[src/rtl/dtse_pkg.sv]
// Shared types, field codes and calendar helpers for the date and time set editor.
`default_nettype none

package dtse_pkg;

   localparam int unsigned KIND_W   = 3;
   localparam int unsigned FIELD_W  = 3;
   localparam int unsigned DAY_W    = 5;
   localparam int unsigned MONTH_W  = 4;
   localparam int unsigned YEAR_W   = 12;
   localparam int unsigned HOUR_W   = 5;
   localparam int unsigned MINUTE_W = 6;
   localparam int unsigned SECOND_W = 6;

   // Item kinds.
   localparam logic [KIND_W-1:0] KIND_LOAD   = 3'd0;
   localparam logic [KIND_W-1:0] KIND_SELECT = 3'd1;
   localparam logic [KIND_W-1:0] KIND_INC    = 3'd2;
   localparam logic [KIND_W-1:0] KIND_DEC    = 3'd3;
   localparam logic [KIND_W-1:0] KIND_SAVE   = 3'd4;

   // Field codes.
   localparam logic [FIELD_W-1:0] FIELD_DAY    = 3'd0;
   localparam logic [FIELD_W-1:0] FIELD_MONTH  = 3'd1;
   localparam logic [FIELD_W-1:0] FIELD_YEAR   = 3'd2;
   localparam logic [FIELD_W-1:0] FIELD_HOUR   = 3'd3;
   localparam logic [FIELD_W-1:0] FIELD_MINUTE = 3'd4;
   localparam logic [FIELD_W-1:0] FIELD_SECOND = 3'd5;

   localparam logic [YEAR_W-1:0]   YEAR_FIRST  = 12'd2000;
   localparam logic [YEAR_W-1:0]   YEAR_LAST   = 12'd2099;
   localparam logic [YEAR_W-1:0]   YEAR_RESET  = 12'd2026;
   localparam logic [DAY_W-1:0]    DAY_RESET   = 5'd1;
   localparam logic [MONTH_W-1:0]  MONTH_RESET = 4'd1;
   localparam logic [HOUR_W-1:0]   HOUR_RESET  = 5'd12;
   localparam logic [MONTH_W-1:0]  MONTH_MAX   = 4'd12;
   localparam logic [HOUR_W-1:0]   HOUR_MAX    = 5'd23;
   localparam logic [MINUTE_W-1:0] MINUTE_MAX  = 6'd59;
   localparam logic [SECOND_W-1:0] SECOND_MAX  = 6'd59;

   // Reciprocal for the year / 100 quotient, exact for every 12-bit year.
   localparam int unsigned DIV100_SHIFT = 19;
   localparam int unsigned DIV100_MUL   = (1 << DIV100_SHIFT) / 100 + 1;
   localparam int unsigned DIV100_PW    = YEAR_W + 13;
   localparam int unsigned CENT_W       = DIV100_PW - DIV100_SHIFT;

   typedef struct packed {
      logic [DAY_W-1:0]    day;
      logic [MONTH_W-1:0]  month;
      logic [YEAR_W-1:0]   year;
      logic [HOUR_W-1:0]   hour;
      logic [MINUTE_W-1:0] minute;
      logic [SECOND_W-1:0] second;
      logic [FIELD_W-1:0]  field;
   } clock_state_type;

   typedef struct packed {
      logic [KIND_W-1:0]   kind;
      logic [FIELD_W-1:0]  field_sel;
      logic [DAY_W-1:0]    load_day;
      logic [MONTH_W-1:0]  load_month;
      logic [YEAR_W-1:0]   load_year;
      logic [HOUR_W-1:0]   load_hour;
      logic [MINUTE_W-1:0] load_minute;
      logic [SECOND_W-1:0] load_second;
   } edit_req_type;

   typedef struct packed {
      clock_state_type state;
      logic            write_strobe;
   } edit_rsp_type;

   // Gregorian rule: divisible by 4, except centuries not divisible by 400.
   function automatic logic is_leap(input logic [YEAR_W-1:0] year);
      logic [DIV100_PW-1:0] prod;
      logic [CENT_W-1:0]    cent;
      logic [YEAR_W:0]      cent_x100;
      logic                 div100;
      prod      = DIV100_PW'(year) * DIV100_PW'(DIV100_MUL);
      cent      = prod[DIV100_PW-1:DIV100_SHIFT];
      cent_x100 = (YEAR_W+1)'(cent) * (YEAR_W+1)'(100);
      div100    = (cent_x100 == {1'b0, year});
      return (year[1:0] == 2'd0) && (!div100 || (cent[1:0] == 2'd0));
   endfunction

   function automatic logic [DAY_W-1:0] month_length(input logic [MONTH_W-1:0] month,
                                                     input logic [YEAR_W-1:0]  year);
      logic [DAY_W-1:0] len;
      if (month == 4'd2) begin
         len = is_leap(year) ? 5'd29 : 5'd28;
      end else if (month == 4'd4 || month == 4'd6 || month == 4'd9 || month == 4'd11) begin
         len = 5'd30;
      end else begin
         len = 5'd31;
      end
      return len;
   endfunction

endpackage

`default_nettype wire

[src/rtl/dtse_if.sv]
// Valid/ready channel interfaces for the editor's request and response sides.
`default_nettype none

interface dtse_req_if import dtse_pkg::*; ();
   logic                valid;
   logic                ready;
   logic [KIND_W-1:0]   kind;
   logic [FIELD_W-1:0]  field_sel;
   logic [DAY_W-1:0]    load_day;
   logic [MONTH_W-1:0]  load_month;
   logic [YEAR_W-1:0]   load_year;
   logic [HOUR_W-1:0]   load_hour;
   logic [MINUTE_W-1:0] load_minute;
   logic [SECOND_W-1:0] load_second;

   modport source (
      output valid, kind, field_sel, load_day, load_month, load_year,
             load_hour, load_minute, load_second,
      input  ready
   );
   modport sink (
      input  valid, kind, field_sel, load_day, load_month, load_year,
             load_hour, load_minute, load_second,
      output ready
   );
endinterface

interface dtse_rsp_if import dtse_pkg::*; ();
   logic                valid;
   logic                ready;
   logic [DAY_W-1:0]    out_day;
   logic [MONTH_W-1:0]  out_month;
   logic [YEAR_W-1:0]   out_year;
   logic [HOUR_W-1:0]   out_hour;
   logic [MINUTE_W-1:0] out_minute;
   logic [SECOND_W-1:0] out_second;
   logic [FIELD_W-1:0]  selected;
   logic                write_strobe;

   modport source (
      output valid, out_day, out_month, out_year, out_hour, out_minute,
             out_second, selected, write_strobe,
      input  ready
   );
   modport sink (
      input  valid, out_day, out_month, out_year, out_hour, out_minute,
             out_second, selected, write_strobe,
      output ready
   );
endinterface

`default_nettype wire

[src/rtl/dtse_edit.sv]
// Next-state logic: applies one edit request to the held date and time.
`default_nettype none

module dtse_edit import dtse_pkg::*; (
   input  clock_state_type cur,
   input  edit_req_type    req,
   output clock_state_type nxt,
   output logic            write_strobe
);

   logic [MONTH_W-1:0]  ld_month;
   logic [YEAR_W-1:0]   ld_year;
   logic [DAY_W-1:0]    ld_len;
   logic [DAY_W-1:0]    ld_day;
   logic [HOUR_W-1:0]   ld_hour;
   logic [MINUTE_W-1:0] ld_minute;
   logic [SECOND_W-1:0] ld_second;

   logic                up;
   logic [DAY_W-1:0]    cur_len;
   logic [DAY_W-1:0]    st_day;
   logic [MONTH_W-1:0]  st_month;
   logic [DAY_W-1:0]    st_month_len;
   logic [DAY_W-1:0]    st_month_day;
   logic [YEAR_W-1:0]   st_year;
   logic [HOUR_W-1:0]   st_hour;
   logic [MINUTE_W-1:0] st_minute;
   logic [SECOND_W-1:0] st_second;

   // Load path: saturate each value, then clamp the day to the loaded month.
   always_comb begin
      if (req.load_month == '0) begin
         ld_month = MONTH_RESET;
      end else if (req.load_month > MONTH_MAX) begin
         ld_month = MONTH_MAX;
      end else begin
         ld_month = req.load_month;
      end
      if (req.load_year < YEAR_FIRST) begin
         ld_year = YEAR_FIRST;
      end else if (req.load_year > YEAR_LAST) begin
         ld_year = YEAR_LAST;
      end else begin
         ld_year = req.load_year;
      end
      ld_len = month_length(ld_month, ld_year);
      if (req.load_day == '0) begin
         ld_day = DAY_RESET;
      end else if (req.load_day > ld_len) begin
         ld_day = ld_len;
      end else begin
         ld_day = req.load_day;
      end
      ld_hour   = (req.load_hour > HOUR_MAX) ? HOUR_MAX : req.load_hour;
      ld_minute = (req.load_minute > MINUTE_MAX) ? MINUTE_MAX : req.load_minute;
      ld_second = (req.load_second > SECOND_MAX) ? SECOND_MAX : req.load_second;
   end

   // Step path: every field's wrapped neighbor is formed, the selection picks one.
   always_comb begin
      up      = (req.kind == KIND_INC);
      cur_len = month_length(cur.month, cur.year);
      if (up) begin
         st_day    = (cur.day >= cur_len) ? DAY_RESET : cur.day + 5'd1;
         st_month  = (cur.month >= MONTH_MAX) ? MONTH_RESET : cur.month + 4'd1;
         st_year   = (cur.year >= YEAR_LAST) ? YEAR_FIRST : cur.year + 12'd1;
         st_hour   = (cur.hour >= HOUR_MAX) ? '0 : cur.hour + 5'd1;
         st_minute = (cur.minute >= MINUTE_MAX) ? '0 : cur.minute + 6'd1;
         st_second = (cur.second >= SECOND_MAX) ? '0 : cur.second + 6'd1;
      end else begin
         st_day    = (cur.day <= DAY_RESET) ? cur_len : cur.day - 5'd1;
         st_month  = (cur.month <= MONTH_RESET) ? MONTH_MAX : cur.month - 4'd1;
         st_year   = (cur.year <= YEAR_FIRST) ? YEAR_LAST : cur.year - 12'd1;
         st_hour   = (cur.hour == '0) ? HOUR_MAX : cur.hour - 5'd1;
         st_minute = (cur.minute == '0) ? MINUTE_MAX : cur.minute - 6'd1;
         st_second = (cur.second == '0) ? SECOND_MAX : cur.second - 6'd1;
      end
      st_month_len = month_length(st_month, cur.year);
      st_month_day = (cur.day > st_month_len) ? st_month_len : cur.day;
   end

   always_comb begin
      nxt          = cur;
      write_strobe = 1'b0;
      case (req.kind)
         KIND_LOAD: begin
            nxt.day    = ld_day;
            nxt.month  = ld_month;
            nxt.year   = ld_year;
            nxt.hour   = ld_hour;
            nxt.minute = ld_minute;
            nxt.second = ld_second;
         end
         KIND_SELECT: begin
            if (req.field_sel <= FIELD_SECOND) begin
               nxt.field = req.field_sel;
            end
         end
         KIND_INC, KIND_DEC: begin
            case (cur.field)
               FIELD_DAY:    nxt.day = st_day;
               FIELD_MONTH: begin
                  nxt.month = st_month;
                  nxt.day   = st_month_day;
               end
               FIELD_YEAR:   nxt.year = st_year;
               FIELD_HOUR:   nxt.hour = st_hour;
               FIELD_MINUTE: nxt.minute = st_minute;
               FIELD_SECOND: nxt.second = st_second;
               default:      nxt = cur;
            endcase
         end
         KIND_SAVE:    write_strobe = 1'b1;
         default:      nxt = cur;
      endcase
   end

endmodule

`default_nettype wire

[src/rtl/date_time_set_editor_top.sv]
// Top level of the date and time set editor: request register, held state, response register.
//
//   Channel  Dir  Signals
//   req_ch   in   valid/ready; kind, field_sel, load_day .. load_second
//   rsp_ch   out  valid/ready; out_day .. out_second, selected, write_strobe
//
// One request in, one response out. A request is registered on its transfer and
// applied to the held date and time once the response register can advance, and the
// response register is loaded at the same time; one request per cycle while responses are taken.
// Synchronous reset loads 1 Jan 2026 12:00:00 with the day field selected.
// A response that is not taken holds both stages; req_ch.ready falls only when
// both the request and response registers are full and rsp_ch.ready is low.
`default_nettype none

module date_time_set_editor_top import dtse_pkg::*; (
   input  logic       clock,
   input  logic       reset,
   dtse_req_if.sink   req_ch,
   dtse_rsp_if.source rsp_ch
);

   logic            req_valid_ff;
   edit_req_type    req_item_ff;
   edit_req_type    req_item_in;
   clock_state_type state_ff;
   clock_state_type state_in;
   logic            strobe_in;
   logic            rsp_valid_ff;
   edit_rsp_type    rsp_ff;
   logic            advance;
   logic            fire;

   assign advance      = !rsp_valid_ff || rsp_ch.ready;
   assign fire         = req_valid_ff && advance;
   assign req_ch.ready = !req_valid_ff || advance;

   assign req_item_in = '{
      kind:        req_ch.kind,
      field_sel:   req_ch.field_sel,
      load_day:    req_ch.load_day,
      load_month:  req_ch.load_month,
      load_year:   req_ch.load_year,
      load_hour:   req_ch.load_hour,
      load_minute: req_ch.load_minute,
      load_second: req_ch.load_second
   };

   always_ff @(posedge clock) begin
      if (reset) begin
         req_valid_ff <= 1'b0;
      end else if (req_ch.ready) begin
         req_valid_ff <= req_ch.valid;
      end
   end

   always_ff @(posedge clock) begin
      if (req_ch.valid && req_ch.ready) begin
         req_item_ff <= req_item_in;
      end
   end

   dtse_edit u_edit (
      .cur          (state_ff),
      .req          (req_item_ff),
      .nxt          (state_in),
      .write_strobe (strobe_in)
   );

   always_ff @(posedge clock) begin
      if (reset) begin
         state_ff <= '{
            day:    DAY_RESET,
            month:  MONTH_RESET,
            year:   YEAR_RESET,
            hour:   HOUR_RESET,
            minute: '0,
            second: '0,
            field:  FIELD_DAY
         };
      end else if (fire) begin
         state_ff <= state_in;
      end
   end

   always_ff @(posedge clock) begin
      if (reset) begin
         rsp_valid_ff <= 1'b0;
      end else if (advance) begin
         rsp_valid_ff <= req_valid_ff;
      end
   end

   always_ff @(posedge clock) begin
      if (fire) begin
         rsp_ff.state        <= state_in;
         rsp_ff.write_strobe <= strobe_in;
      end
   end

   assign rsp_ch.valid        = rsp_valid_ff;
   assign rsp_ch.out_day      = rsp_ff.state.day;
   assign rsp_ch.out_month    = rsp_ff.state.month;
   assign rsp_ch.out_year     = rsp_ff.state.year;
   assign rsp_ch.out_hour     = rsp_ff.state.hour;
   assign rsp_ch.out_minute   = rsp_ff.state.minute;
   assign rsp_ch.out_second   = rsp_ff.state.second;
   assign rsp_ch.selected     = rsp_ff.state.field;
   assign rsp_ch.write_strobe = rsp_ff.write_strobe;

endmodule

`default_nettype wire
[src/flat_wrapper.sv]
// flat-port wrapper written by rule: the top's interface ports become plain ports
module date_time_set_editor_top_flat import dtse_pkg::*;
  (clock, reset, req_ch_valid, req_ch_kind, req_ch_field_sel, req_ch_load_day, req_ch_load_month, req_ch_load_year, req_ch_load_hour, req_ch_load_minute, req_ch_load_second, req_ch_ready, rsp_ch_valid, rsp_ch_out_day, rsp_ch_out_month, rsp_ch_out_year, rsp_ch_out_hour, rsp_ch_out_minute, rsp_ch_out_second, rsp_ch_selected, rsp_ch_write_strobe, rsp_ch_ready);
  dtse_req_if req_ch_i ();
  dtse_rsp_if rsp_ch_i ();
  input  logic clock;
  input  logic reset;
  input wire logic [$bits(req_ch_i.valid)-1:0] req_ch_valid;
  input wire logic [$bits(req_ch_i.kind)-1:0] req_ch_kind;
  input wire logic [$bits(req_ch_i.field_sel)-1:0] req_ch_field_sel;
  input wire logic [$bits(req_ch_i.load_day)-1:0] req_ch_load_day;
  input wire logic [$bits(req_ch_i.load_month)-1:0] req_ch_load_month;
  input wire logic [$bits(req_ch_i.load_year)-1:0] req_ch_load_year;
  input wire logic [$bits(req_ch_i.load_hour)-1:0] req_ch_load_hour;
  input wire logic [$bits(req_ch_i.load_minute)-1:0] req_ch_load_minute;
  input wire logic [$bits(req_ch_i.load_second)-1:0] req_ch_load_second;
  output wire logic [$bits(req_ch_i.ready)-1:0] req_ch_ready;
  output wire logic [$bits(rsp_ch_i.valid)-1:0] rsp_ch_valid;
  output wire logic [$bits(rsp_ch_i.out_day)-1:0] rsp_ch_out_day;
  output wire logic [$bits(rsp_ch_i.out_month)-1:0] rsp_ch_out_month;
  output wire logic [$bits(rsp_ch_i.out_year)-1:0] rsp_ch_out_year;
  output wire logic [$bits(rsp_ch_i.out_hour)-1:0] rsp_ch_out_hour;
  output wire logic [$bits(rsp_ch_i.out_minute)-1:0] rsp_ch_out_minute;
  output wire logic [$bits(rsp_ch_i.out_second)-1:0] rsp_ch_out_second;
  output wire logic [$bits(rsp_ch_i.selected)-1:0] rsp_ch_selected;
  output wire logic [$bits(rsp_ch_i.write_strobe)-1:0] rsp_ch_write_strobe;
  input wire logic [$bits(rsp_ch_i.ready)-1:0] rsp_ch_ready;
  assign req_ch_i.valid = req_ch_valid;
  assign req_ch_i.kind = req_ch_kind;
  assign req_ch_i.field_sel = req_ch_field_sel;
  assign req_ch_i.load_day = req_ch_load_day;
  assign req_ch_i.load_month = req_ch_load_month;
  assign req_ch_i.load_year = req_ch_load_year;
  assign req_ch_i.load_hour = req_ch_load_hour;
  assign req_ch_i.load_minute = req_ch_load_minute;
  assign req_ch_i.load_second = req_ch_load_second;
  assign req_ch_ready = req_ch_i.ready;
  assign rsp_ch_valid = rsp_ch_i.valid;
  assign rsp_ch_out_day = rsp_ch_i.out_day;
  assign rsp_ch_out_month = rsp_ch_i.out_month;
  assign rsp_ch_out_year = rsp_ch_i.out_year;
  assign rsp_ch_out_hour = rsp_ch_i.out_hour;
  assign rsp_ch_out_minute = rsp_ch_i.out_minute;
  assign rsp_ch_out_second = rsp_ch_i.out_second;
  assign rsp_ch_selected = rsp_ch_i.selected;
  assign rsp_ch_write_strobe = rsp_ch_i.write_strobe;
  assign rsp_ch_i.ready = rsp_ch_ready;
  date_time_set_editor_top u_core (.clock(clock), .reset(reset), .req_ch(req_ch_i), .rsp_ch(rsp_ch_i));
endmodule
[config.mk]
export PLATFORM = sky130hd
export DESIGN_NAME = date_time_set_editor_top_flat
export DESIGN_NICKNAME = d
export VERILOG_FILES = /design/src/rtl/dtse_pkg.sv /design/src/rtl/dtse_if.sv /design/src/rtl/dtse_edit.sv /design/src/rtl/date_time_set_editor_top.sv /design/src/flat_wrapper.sv
export SDC_FILE = /design/constraint.sdc
export NUM_CORES = 1
export LEC_CHECK = 0
export ABC_CLOCK_PERIOD_IN_PS = 23900
export BUFFER_PORTS_ARGS = -buffer_cell sky130_fd_sc_hd__clkbuf_2
export CAP_MARGIN = 20
export CORE_ASPECT_RATIO = 1.25
export CORE_MARGIN = 4
export CORE_UTILIZATION = 43
export CTS_CLUSTER_SIZE = 40
export DETAILED_ROUTE_END_ITERATION = 6
export GPL_TIMING_DRIVEN = 0
export SLEW_MARGIN = 20
export SYNTH_ARGS = -nofsm -noshare
export SYNTH_HDL_FRONTEND = slang
export SYNTH_SLANG_ARGS = --single-unit
[constraint.sdc]
create_clock -name clock -period 23.9 [get_ports clock]
set_clock_uncertainty 0.15 [all_clocks]
set_input_delay 1.195 -clock clock [delete_from_list [all_inputs] [get_ports clock]]
set_output_delay 1.195 -clock clock [all_outputs]
set_load 0.05 [all_outputs]
==> summary.md, run 1 <==
Setup repair after global routing left no endpoint under its margin. The critical path depth in cells works out to 41. The average detailed-routed wire length per instance came out at 19.1 microns. At the pin with the least slew margin, the transition time is 0.956 ns. For the multi-input combinational cell area, the log shows 9620 sq um. The predominant post-synthesis flop cell is sky130_fd_sc_hd__edfxtp_1.

The tools report the destination of the worst hold path as u_core.rsp_ch.valid$_SDFFE_PP0P_. For flop-to-flop paths, the worst setup slack is 12.25 ns. The portion of synthesized cell area occupied by the leading cell type came out at 21.4%. The sequential cell area is 3440 sq um, and the global-route wire length before repair is 64400 microns.

For this run, asynchronously set or reset flops after synthesis account for 0%. The detailed router finished its first iteration with 868 violations. Final-report hold violation count: 0. Timing would allow up to 0.0858 GHz. Entering global routing, the biggest net connects 52 pins. The initialized floorplan defines 74 standard-cell rows. In this run the power density over the cells is 126 nW/um^2. The synthesized design spends more area on one cell type than any other, namely sky130_fd_sc_hd__ha_1.

The run gives 39900 microns as the total detailed-routing wirelength. TritonCTS created 17 clock buffers. Once placement finished, the instance area stood at 15200 sq um.

92 I/O pins were placed. The number of setup violations in the final report is 0. Summed over all cells, the static leakage comes to 7.25 nW. The tightest min-delay check is of the reg -> reg type. The tools report the clock root buffer master as sky130_fd_sc_hd__clkbuf_16. The number of hold-repair buffers added at the cts stage was 0; the number of flops mapped to enable cells by yosys was 86. The commonest cells after synthesis are 242 x sky130_fd_sc_hd__ha_1, 222 x sky130_fd_sc_hd__inv_1, 124 x sky130_fd_sc_hd__nand2_1, 101 x sky130_fd_sc_hd__a21oi_1, 95 x sky130_fd_sc_hd__nor2_1.

The number of buffers inserted to repair setup after CTS came out at 0. For this block, the via count after detailed routing is 11900. The endpoint of the worst-slack reg-to-reg timing path is u_core.rsp_ch.out_day[0]$_DFFE_PP_. With fillers left out, the area of the finished cells amounts to 15800 sq um. The worst hold path passes through 2 cells. Post-layout worst setup margin: 12.25 ns. The final critical path takes up 48.8% of the cycle. The reg-to-reg startpoint is u_core.req_item_ff[25]$_DFFE_PP_. The cell count after synthesis came out at 1549. The worst reg2reg path depth is 41, and the maximum cell stage delay along the critical path is 0.56 ns.

The highest net fanout along the worst path is 6. Dominant delay contributor by cell family on the critical path: adder cells. The effective utilization at floorplan is 43.4%, and the clock transition at the registers of the reported paths is 0.07 ns.

The run gives 0.382 ns as the worst hold margin. The clock drives 129 sinks. Counting distinct cell types in the post-synthesis netlist gives 82.

The antenna diode instance count was 0; the final critical delay including setup and external delays was 11.65 ns. Post-CTS repair changed the size of 0 cells. For the initial antenna violation count, the log shows 0. The largest individual stage delay along the critical path comes from the cell sky130_fd_sc_hd__xor2_1. Before antenna repair, the detailed router went through 5 iterations.

Sequential cells were found to cover 24.3% of the synthesized design area. The netlist area before placement was 14100 sq um; the maximum count of clock buffers along a single path was 2. Synthesis produced a netlist with a net count of 1931. The logs give 0 ns for the setup TNS and 32600 sq um for the area of the core region.

The max-slew violation count was 0; the final non-filler cell total was 2092. The synthesized flop and latch total came out at 129. Global routing finished with a remaining overflow of 0. The total of max-cap violations is 0. The depth of the CTS H-tree is 4. The die footprint is 35900 sq um.

The dominant cell by count in the synthesized netlist was sky130_fd_sc_hd__ha_1. The tools report the nature of the critical path startpoint as a flip-flop. The average cell area after synthesis is 9.13 sq um.

The logs give 23.89 ns for the required time of the worst setup path and 22.5% for the total routing resource utilization after global routing. Counting stages on the worst path, the most repeated cell is sky130_fd_sc_hd__ha_1. Input and output buffers added on the ports amount to 91. Summed over all nets, the half-perimeter wirelength after detailed placement is 31500 microns.

After synthesis, the cell types taking the most area are sky130_fd_sc_hd__ha_1 21%, sky130_fd_sc_hd__edfxtp_1 18%, sky130_fd_sc_hd__fa_1 13%. The overall power of the completed layout was 1.99 mW; the vias per cell was 5.69. For the cell count after placement, the log shows 2060. The number of design rule violations left after detail routing was 0; the via count of the first global-routing pass was 12000.

The logs give 0.924 for the routability-driven placement congestion ratio and 48.4% for the share of the core filled with cells. Clock latency on the worst-skew pair, taken at its later pin, is 0.43 ns. STA classifies the critical path endpoint as a flip-flop.

The run finished with clean final reports. In this run the horizontal extent of the chip is 170 microns. The arrival time of the worst setup path came out at 11.64 ns. The tools report the peak supply drop as 0.279 mV. The startpoint of the tightest hold check path was u_core.req_valid_ff$_SDFFE_PP0N_.

Antenna violation net count after detailed routing: 0. Counting the fill cells in the layout gives 3180. The die outline height was 211 microns. The critical path contains buffers and inverters numbering 3 combined.

Cells with a size suffix above 1 make up 9.02% of the layout. Prior to clock tree synthesis, the placed netlist has a worst setup slack of 12.29 ns. The final layout contains 2043 nets. Yosys printed 0 warnings. The layout overhead on the synthesized area works out to 11.7%. TritonCTS built the clock tree. In this run the tightest slew margin relative to its limit is 35.8%. The setup path with the least slack is of type reg -> reg.
==> state kept, by name (all words and copies together), names as in the netlist <==
name	flops
u_core.rsp_ch.selected	3
u_core.rsp_ch.out_hour	5
u_core.rsp_ch.out_day	5
u_core.rsp_ch.out_second	6
u_core.rsp_ch.write_strobe	1
u_core.state_ff	41
u_core.rsp_ch.valid	1
u_core.req_valid_ff	1
u_core.rsp_ch.out_minute	6
u_core.rsp_ch.out_year	12
u_core.req_item_ff	44
u_core.rsp_ch.out_month	4
==> area by class of cell <==
class                   count  share of cell area (%)
clock buffers              17                    2.69
inverters                 225                    5.35
well taps                 418                    3.31
clock inverters            15                    1.26
repair buffers             93                    3.11
flip-flops and latches    129                    21.8
plain buffers              61                    1.58
multi-input cells        1134                    60.9
==> worst reg2reg max path, delay by kind of cell (launching register included) <==
family / cells / cell delay [ns]
DFF: 1 / 0.39
xor gates and xnor gates: 2 / 0.76
adders and majority gates: 11 / 4.39
and+or+nand+nor: 9 / 1.87
AOI/OAI and AO/OA: 15 / 3.35
muxes: 1 / 0.22
buffers and inverters: 3 / 0.23
==> cell families after synthesis <==
kind of cell    after synthesis  share of synthesized area [%]
xor+xnor                     43                           2.76
mux                           8                          0.672
fa+ha+maj                   334                           34.4
simple gates                388                           13.3
buf+inv                     286                           7.71
flops                       129                           24.3
compound gates              361                           16.8
==> per-layer routing <==
layer / wire length [microns] / part of all wire (%) / global-route usage, %
met1: 16700 / 42 / 28.6
met2: 20400 / 51 / 40.0
met3: 1730 / 4.3 / 2.47
met4: 1080 / 2.7 / 7.22
met5: 0 / 0 / 0
==> how the worst max path moves through the flow <==
stage,end,startpoint,slack (ns)
2_1_floorplan,u_core.rsp_ch.out_day[0]$_DFFE_PP_,u_core.req_item_ff[26]$_DFFE_PP_,14.34
3_3_place_gp,u_core.rsp_ch.out_day[0]$_DFFE_PP_,u_core.req_item_ff[25]$_DFFE_PP_,12.48
3_5_place_dp,u_core.rsp_ch.out_day[0]$_DFFE_PP_,u_core.req_item_ff[25]$_DFFE_PP_,12.29
4_1_cts,u_core.rsp_ch.out_day[0]$_DFFE_PP_,u_core.req_item_ff[25]$_DFFE_PP_,12.23
5_1_grt,u_core.rsp_ch.out_day[0]$_DFFE_PP_,u_core.req_item_ff[25]$_DFFE_PP_,11.45
6_report,u_core.rsp_ch.out_day[0]$_DFFE_PP_,u_core.req_item_ff[25]$_DFFE_PP_,12.25
==> report_power, final <==
| group | internal (mW) | switching, mW | total (mW) |
|---|---|---|---|
| Sequential | 0.253 | 0.0129 | 0.266 |
| Combinational | 0.629 | 0.817 | 1.45 |
| Clock | 0.167 | 0.112 | 0.280 |
| Total | 1.05 | 0.943 | 1.99 |
==> placed cells by master, fill, tap and decap left out, types with 15 or more instances in the layout <==
| cell | count |
|---|---|
| sky130_fd_sc_hd__nand3_1 | 32 |
| sky130_fd_sc_hd__a21oi_1 | 101 |
| sky130_fd_sc_hd__o21ai_0 | 36 |
| sky130_fd_sc_hd__clkbuf_2 | 91 |
| sky130_fd_sc_hd__edfxtp_1 | 86 |
| sky130_fd_sc_hd__clkbuf_1 | 49 |
| sky130_fd_sc_hd__nand2_1 | 124 |
| sky130_fd_sc_hd__o211ai_1 | 23 |
| sky130_fd_sc_hd__ha_1 | 242 |
| sky130_fd_sc_hd__xor2_1 | 15 |
| sky130_fd_sc_hd__a31oi_1 | 17 |
| sky130_fd_sc_hd__nor2_1 | 95 |
| sky130_fd_sc_hd__o21ai_1 | 36 |
| sky130_fd_sc_hd__nor3_1 | 26 |
| sky130_fd_sc_hd__clkbuf_16 | 17 |
| sky130_fd_sc_hd__xnor2_1 | 27 |
| sky130_fd_sc_hd__inv_1 | 222 |
| sky130_fd_sc_hd__fa_1 | 92 |
| sky130_fd_sc_hd__dfxtp_1 | 43 |
No activity file was read; power rests on OpenSTA's default activity.
==> run 2, diff against run 1 <==
--- a/config.mk
+++ b/config.mk
@@ -5,7 +5,8 @@
 export SDC_FILE = /design/constraint.sdc
 export NUM_CORES = 1
 export LEC_CHECK = 0
-export ABC_CLOCK_PERIOD_IN_PS = 23900
+export ABC_AREA = 1
+export ABC_CLOCK_PERIOD_IN_PS = 9380
 export BUFFER_PORTS_ARGS = -buffer_cell sky130_fd_sc_hd__clkbuf_2
 export CAP_MARGIN = 20
 export CORE_ASPECT_RATIO = 1.25
==> constraint.sdc (replaced) <==
create_clock -name clock -period 9.38 [get_ports clock]
set_clock_uncertainty 0.15 [all_clocks]
set_input_delay 0.469 -clock clock [delete_from_list [all_inputs] [get_ports clock]]
set_output_delay 0.469 -clock clock [all_outputs]
set_load 0.05 [all_outputs]
==> summary.md, run 2 <==
The total detailed-routing wirelength was 39500 microns (-0.83%). The total routing resource utilization after global routing is 21.8% (-0.75 points). The final cycle utilization of the critical path came out at 96.3% (+48 points). The synthesized-area fraction occupied by ao, oa, aoi and oai cells is 13.1% (-3.7 points), and the total of warnings raised by yosys is 0 (unchanged).

The dominant cell by count in the synthesized netlist is sky130_fd_sc_hd__inv_1. By area, the combinational part of the netlist is dominated by adder cells. The tools report the number of hold-repair buffers added at the cts stage as 0 (unchanged). Slew at the pin with the worst max-slew slack: 1.03 ns (+0.0750 ns). The most common library cell in the layout ignoring fill and taps is sky130_fd_sc_hd__inv_1.

The portion of synthesized cell area occupied by the leading cell type was 21.3% (-0.14 points); the antenna violation net count after detailed routing was 0 (unchanged). The run gives 17 (unchanged) as the number of buffers inserted during clock tree synthesis. Yosys attributes the largest share of cell area to sky130_fd_sc_hd__ha_1 21%, sky130_fd_sc_hd__edfxtp_1 18%, sky130_fd_sc_hd__fa_1 13%. The tools report the area of the core region as 32700 sq um (+0.28%). The clock transition at the registers of the reported paths works out to 0.06 ns (about the same). The tools report the arrival time of the worst setup path as 9.07 ns (-2.57 ns). The via count of the first global-routing pass was 12100 (+0.98%). For this run, the leading register cell type out of synthesis is sky130_fd_sc_hd__edfxtp_1. The final design area excluding fillers is 17200 sq um (+8.8%). For the total clock sinks, the log shows 129 (unchanged). The flip-flop count of the largest register after layout was 44 (unchanged). The library cells used most frequently in the layout, excluding fill and tap cells, are 308 x sky130_fd_sc_hd__inv_1, 230 x sky130_fd_sc_hd__nand2_1, 206 x sky130_fd_sc_hd__ha_1. The total of max-cap violations was 0 (unchanged); the gate count after technology mapping was 1700 (+9.7%). The path class of the tightest hold or removal check is in -> reg. The xor/xnor share of the synthesized area was 3.26% (+0.50 points); the routability-driven placement congestion ratio was 0.924 (about the same). The share of flip-flops with an asynchronous set or reset after synthesis was 0% (unchanged). The adder-cell share of the synthesized area was 34.2% (-0.23 points). The number of nets in the layout was 2243 (+9.8%). The tools report the number of detailed-routing iterations run before antenna repair as 5 (unchanged). TritonCTS built the clock tree. The tree is rooted in a sky130_fd_sc_hd__clkbuf_16. For the post-layout worst setup margin, the log shows 0.347 ns (-11.90 ns). For the depth of the CTS H-tree, the log shows 4 (unchanged).

The share of the core filled with cells is 52.6% (+4.1 points). For the antenna diode instance count, the log shows 0 (unchanged). The logs give 0 (unchanged) for the total global routing overflow and 15200 sq um (+0.43%) for the instance area after placement. The tools report the highest clock rate as 0.111 GHz (+29%).

The headroom to the max-slew limit was 30.8% (-5.0 points); the average detailed-routed wire length per instance was 17.2 microns (-9.5%). Maximum cell stage delay along the critical path: 0.65 ns (+0.09 ns). The worst setup path is captured at a flip-flop. The proportion of layout cells with a drive suffix above 1 was 18.8% (+9.8 points). The commonest cells after synthesis are 335 x sky130_fd_sc_hd__inv_1, 252 x sky130_fd_sc_hd__nand2_1, 242 x sky130_fd_sc_hd__ha_1, 118 x sky130_fd_sc_hd__a21oi_1, 92 x sky130_fd_sc_hd__fa_1. The top-level I/O count is 92 (unchanged).

The maximum count of clock buffers along a single path was 2 (unchanged). The max-slew violation count is 0 (unchanged), and the final critical delay including setup and external delays is 9.03 ns (-2.62 ns). The die footprint is 36100 sq um (+0.64%). Worst-skew pair later-pin latency: 0.44 ns (about the same). The overall power of the completed layout came out at 5.98 mW (+200%). The synthesized flop and latch total is 129 (unchanged).

The fraction of synthesized area in multiplexers came out at 0% (-0.67 points). Ranked by flip-flop count, first place goes to u_core.req_item_ff. The number of flops mapped to enable cells by yosys was 86 (unchanged). The run gives 0 (unchanged) as the number of setup violations in the final report. The tools report the effective utilization at floorplan as 43.6% (+0.17 points). The setup slack at placement came out at -0.945 ns (-13.23 ns). The quantity of I/O buffers inserted on ports was 90 (-1.1%); the layout overhead on the synthesized area was 20.7%.

The leakage power total is 8.32 nW (+15%), and the count of different cell masters after synthesis is 60 (-27%). The setup path with the least slack is of type reg -> reg. The average cell area after synthesis is 8.37 sq um (-8.3%). The logs give 698 (-20%) for the DRC violation total after the first TritonRoute iteration and 9.41 ns (-14.48 ns) for the required time of the worst setup path. For the initial antenna violation count, the log shows 0 (unchanged).

The peak supply drop is 0.787 mV (+180%). The total via count after detailed routing came out at 12300 (+2.8%). The net count after synthesis is 2082 (+7.8%). The run finished with clean final reports. The netlist area before placement is 14200 sq um (+0.67%), and the largest net degree at the start of global routing is 52 (unchanged).

The largest area contributor in the synthesized netlist was sky130_fd_sc_hd__ha_1. The vias per cell was 5.35 (-6.1%). The simple-gate share of the synthesized area is 14.8% (+1.5 points), and the number of design rule violations left after detail routing is 0 (unchanged). For the number of standard-cell rows in the floorplan, the log shows 74 (unchanged).

For the final-report hold violation count, the log shows 0 (unchanged). The highest net fanout along the worst path works out to 7 (+1). The worst setup path is launched from a flip-flop. The global-route wire length before repair was 61900 microns (-3.9%); the number of filler instances in the final layout was 3063 (-3.7%). The die outline height came out at 211 microns (+0.32%). Setup repair after global routing could not meet its margin everywhere. Fraction of the yosys area taken by sequential cells: 24.2% (-0.16 points).

Power density relative to cell area: 348 nW/um^2 (+180%). The run gives 0.0538 ns (-0.328 ns) as the worst hold margin. On the critical path, the stage with the largest delay is an instance of sky130_fd_sc_hd__fa_1. The HPWL reported at the end of detailed placement is 30900 microns (-1.9%), and the horizontal die dimension is 171 microns (+0.32%).
[run 2: changes by cell type in the layout (fill, tap and decap cells not counted), sizes merged, moves of 25 or more]
cell,before,now
buf,13,63
o21ai,72,102
inv,231,342
xor2,15,40
nand2,124,256
nand3,32,75
[run 2: layout make-up]
| type | count | area [sq um] | share of cell area [%] |
|---|---|---|---|
| buffer | 37 | 209 | 1.22 |
| inverter | 351 | 1360 | 7.92 |
| timing repair buffer | 142 | 878 | 5.11 |
| sequential | 129 | 3470 | 20.2 |
| clock inverter | 11 | 164 | 0.954 |
| multi-input combinational | 1183 | 10100 | 59.0 |
| clock buffer | 21 | 440 | 2.56 |
| tap | 418 | 523 | 3.04 |
[run 2: metal layers]
metal | routed length (microns) | track usage (%) | share of wire, % | up-vias
met5 | 0 | 0 | 0 | -
met4 | 1590 | 9.89 | 4.0 | 0
met3 | 1590 | 3.49 | 4.0 | 78
met2 | 19700 | 36.9 | 50 | 323
met1 | 16700 | 27.3 | 42 | 5861
li1 | - | - | - | 5989
[run 2: per-stage QoR]
step	setup TNS (ns)	std cells
2_1_floorplan	0	1700
3_3_place_gp	-7.42	2208
3_5_place_dp	-8.19	2209
4_1_cts	0	2251
5_1_grt	-0.199	2292
6_report	0	2292
[run 2: kinds of logic (layout without fill, tap and decap cells)]
logic type / after synthesis / in the layout
adder cells (fa/ha/maj): 334 / 334
flip-flops: 129 / 129
AO/OA/AOI/OAI: 317 / 317
AND/OR/NAND/NOR: 482 / 482
XOR/XNOR: 50 / 50
buffers and inverters: 388 / 562
[run 2: timing repair]
item | 4_1_cts | 5_1_grt
gates resized for setup | 70 | 126
pin swaps | 12 | 98
setup endpoints to repair | 10 | 10
setup buffers | 10 | 41
[run 2: final timing paths]
check | from | to | slack [ns] | cells past startpoint
worst min-delay path | req_ch_load_day[4] | u_core.req_item_ff[37]$_DFFE_PP_ | 0.05 | 1
worst max-delay path | u_core.req_item_ff[25]$_DFFE_PP_ | u_core.rsp_ch.out_day[0]$_DFFE_PP_ | 0.35 | 47
worst min register to register | u_core.rsp_ch.valid$_SDFFE_PP0P_ | u_core.rsp_ch.valid$_SDFFE_PP0P_ | 0.36 | 2
worst max register to register | u_core.req_item_ff[25]$_DFFE_PP_ | u_core.rsp_ch.out_day[0]$_DFFE_PP_ | 0.35 | 47
[run 2: critical path: cells and delay by family, from the launching register on]
family                   cells  cell delay (ns)
AO/OA/AOI/OAI                6             0.92
flip-flops                   1             0.38
XOR/XNOR                     2             0.30
AND/OR/NAND/NOR             25             2.87
buffers and inverters        3             0.21
adder cells (fa/ha/maj)     11             4.00
[run 2: report_power, final]
group	leakage [nW]	total [mW]	switching [mW]	internal (mW)
clock	0.294	0.689	0.246	0.443
sequential	1.18	0.688	0.0376	0.651
combinational	6.84	4.61	2.57	2.03
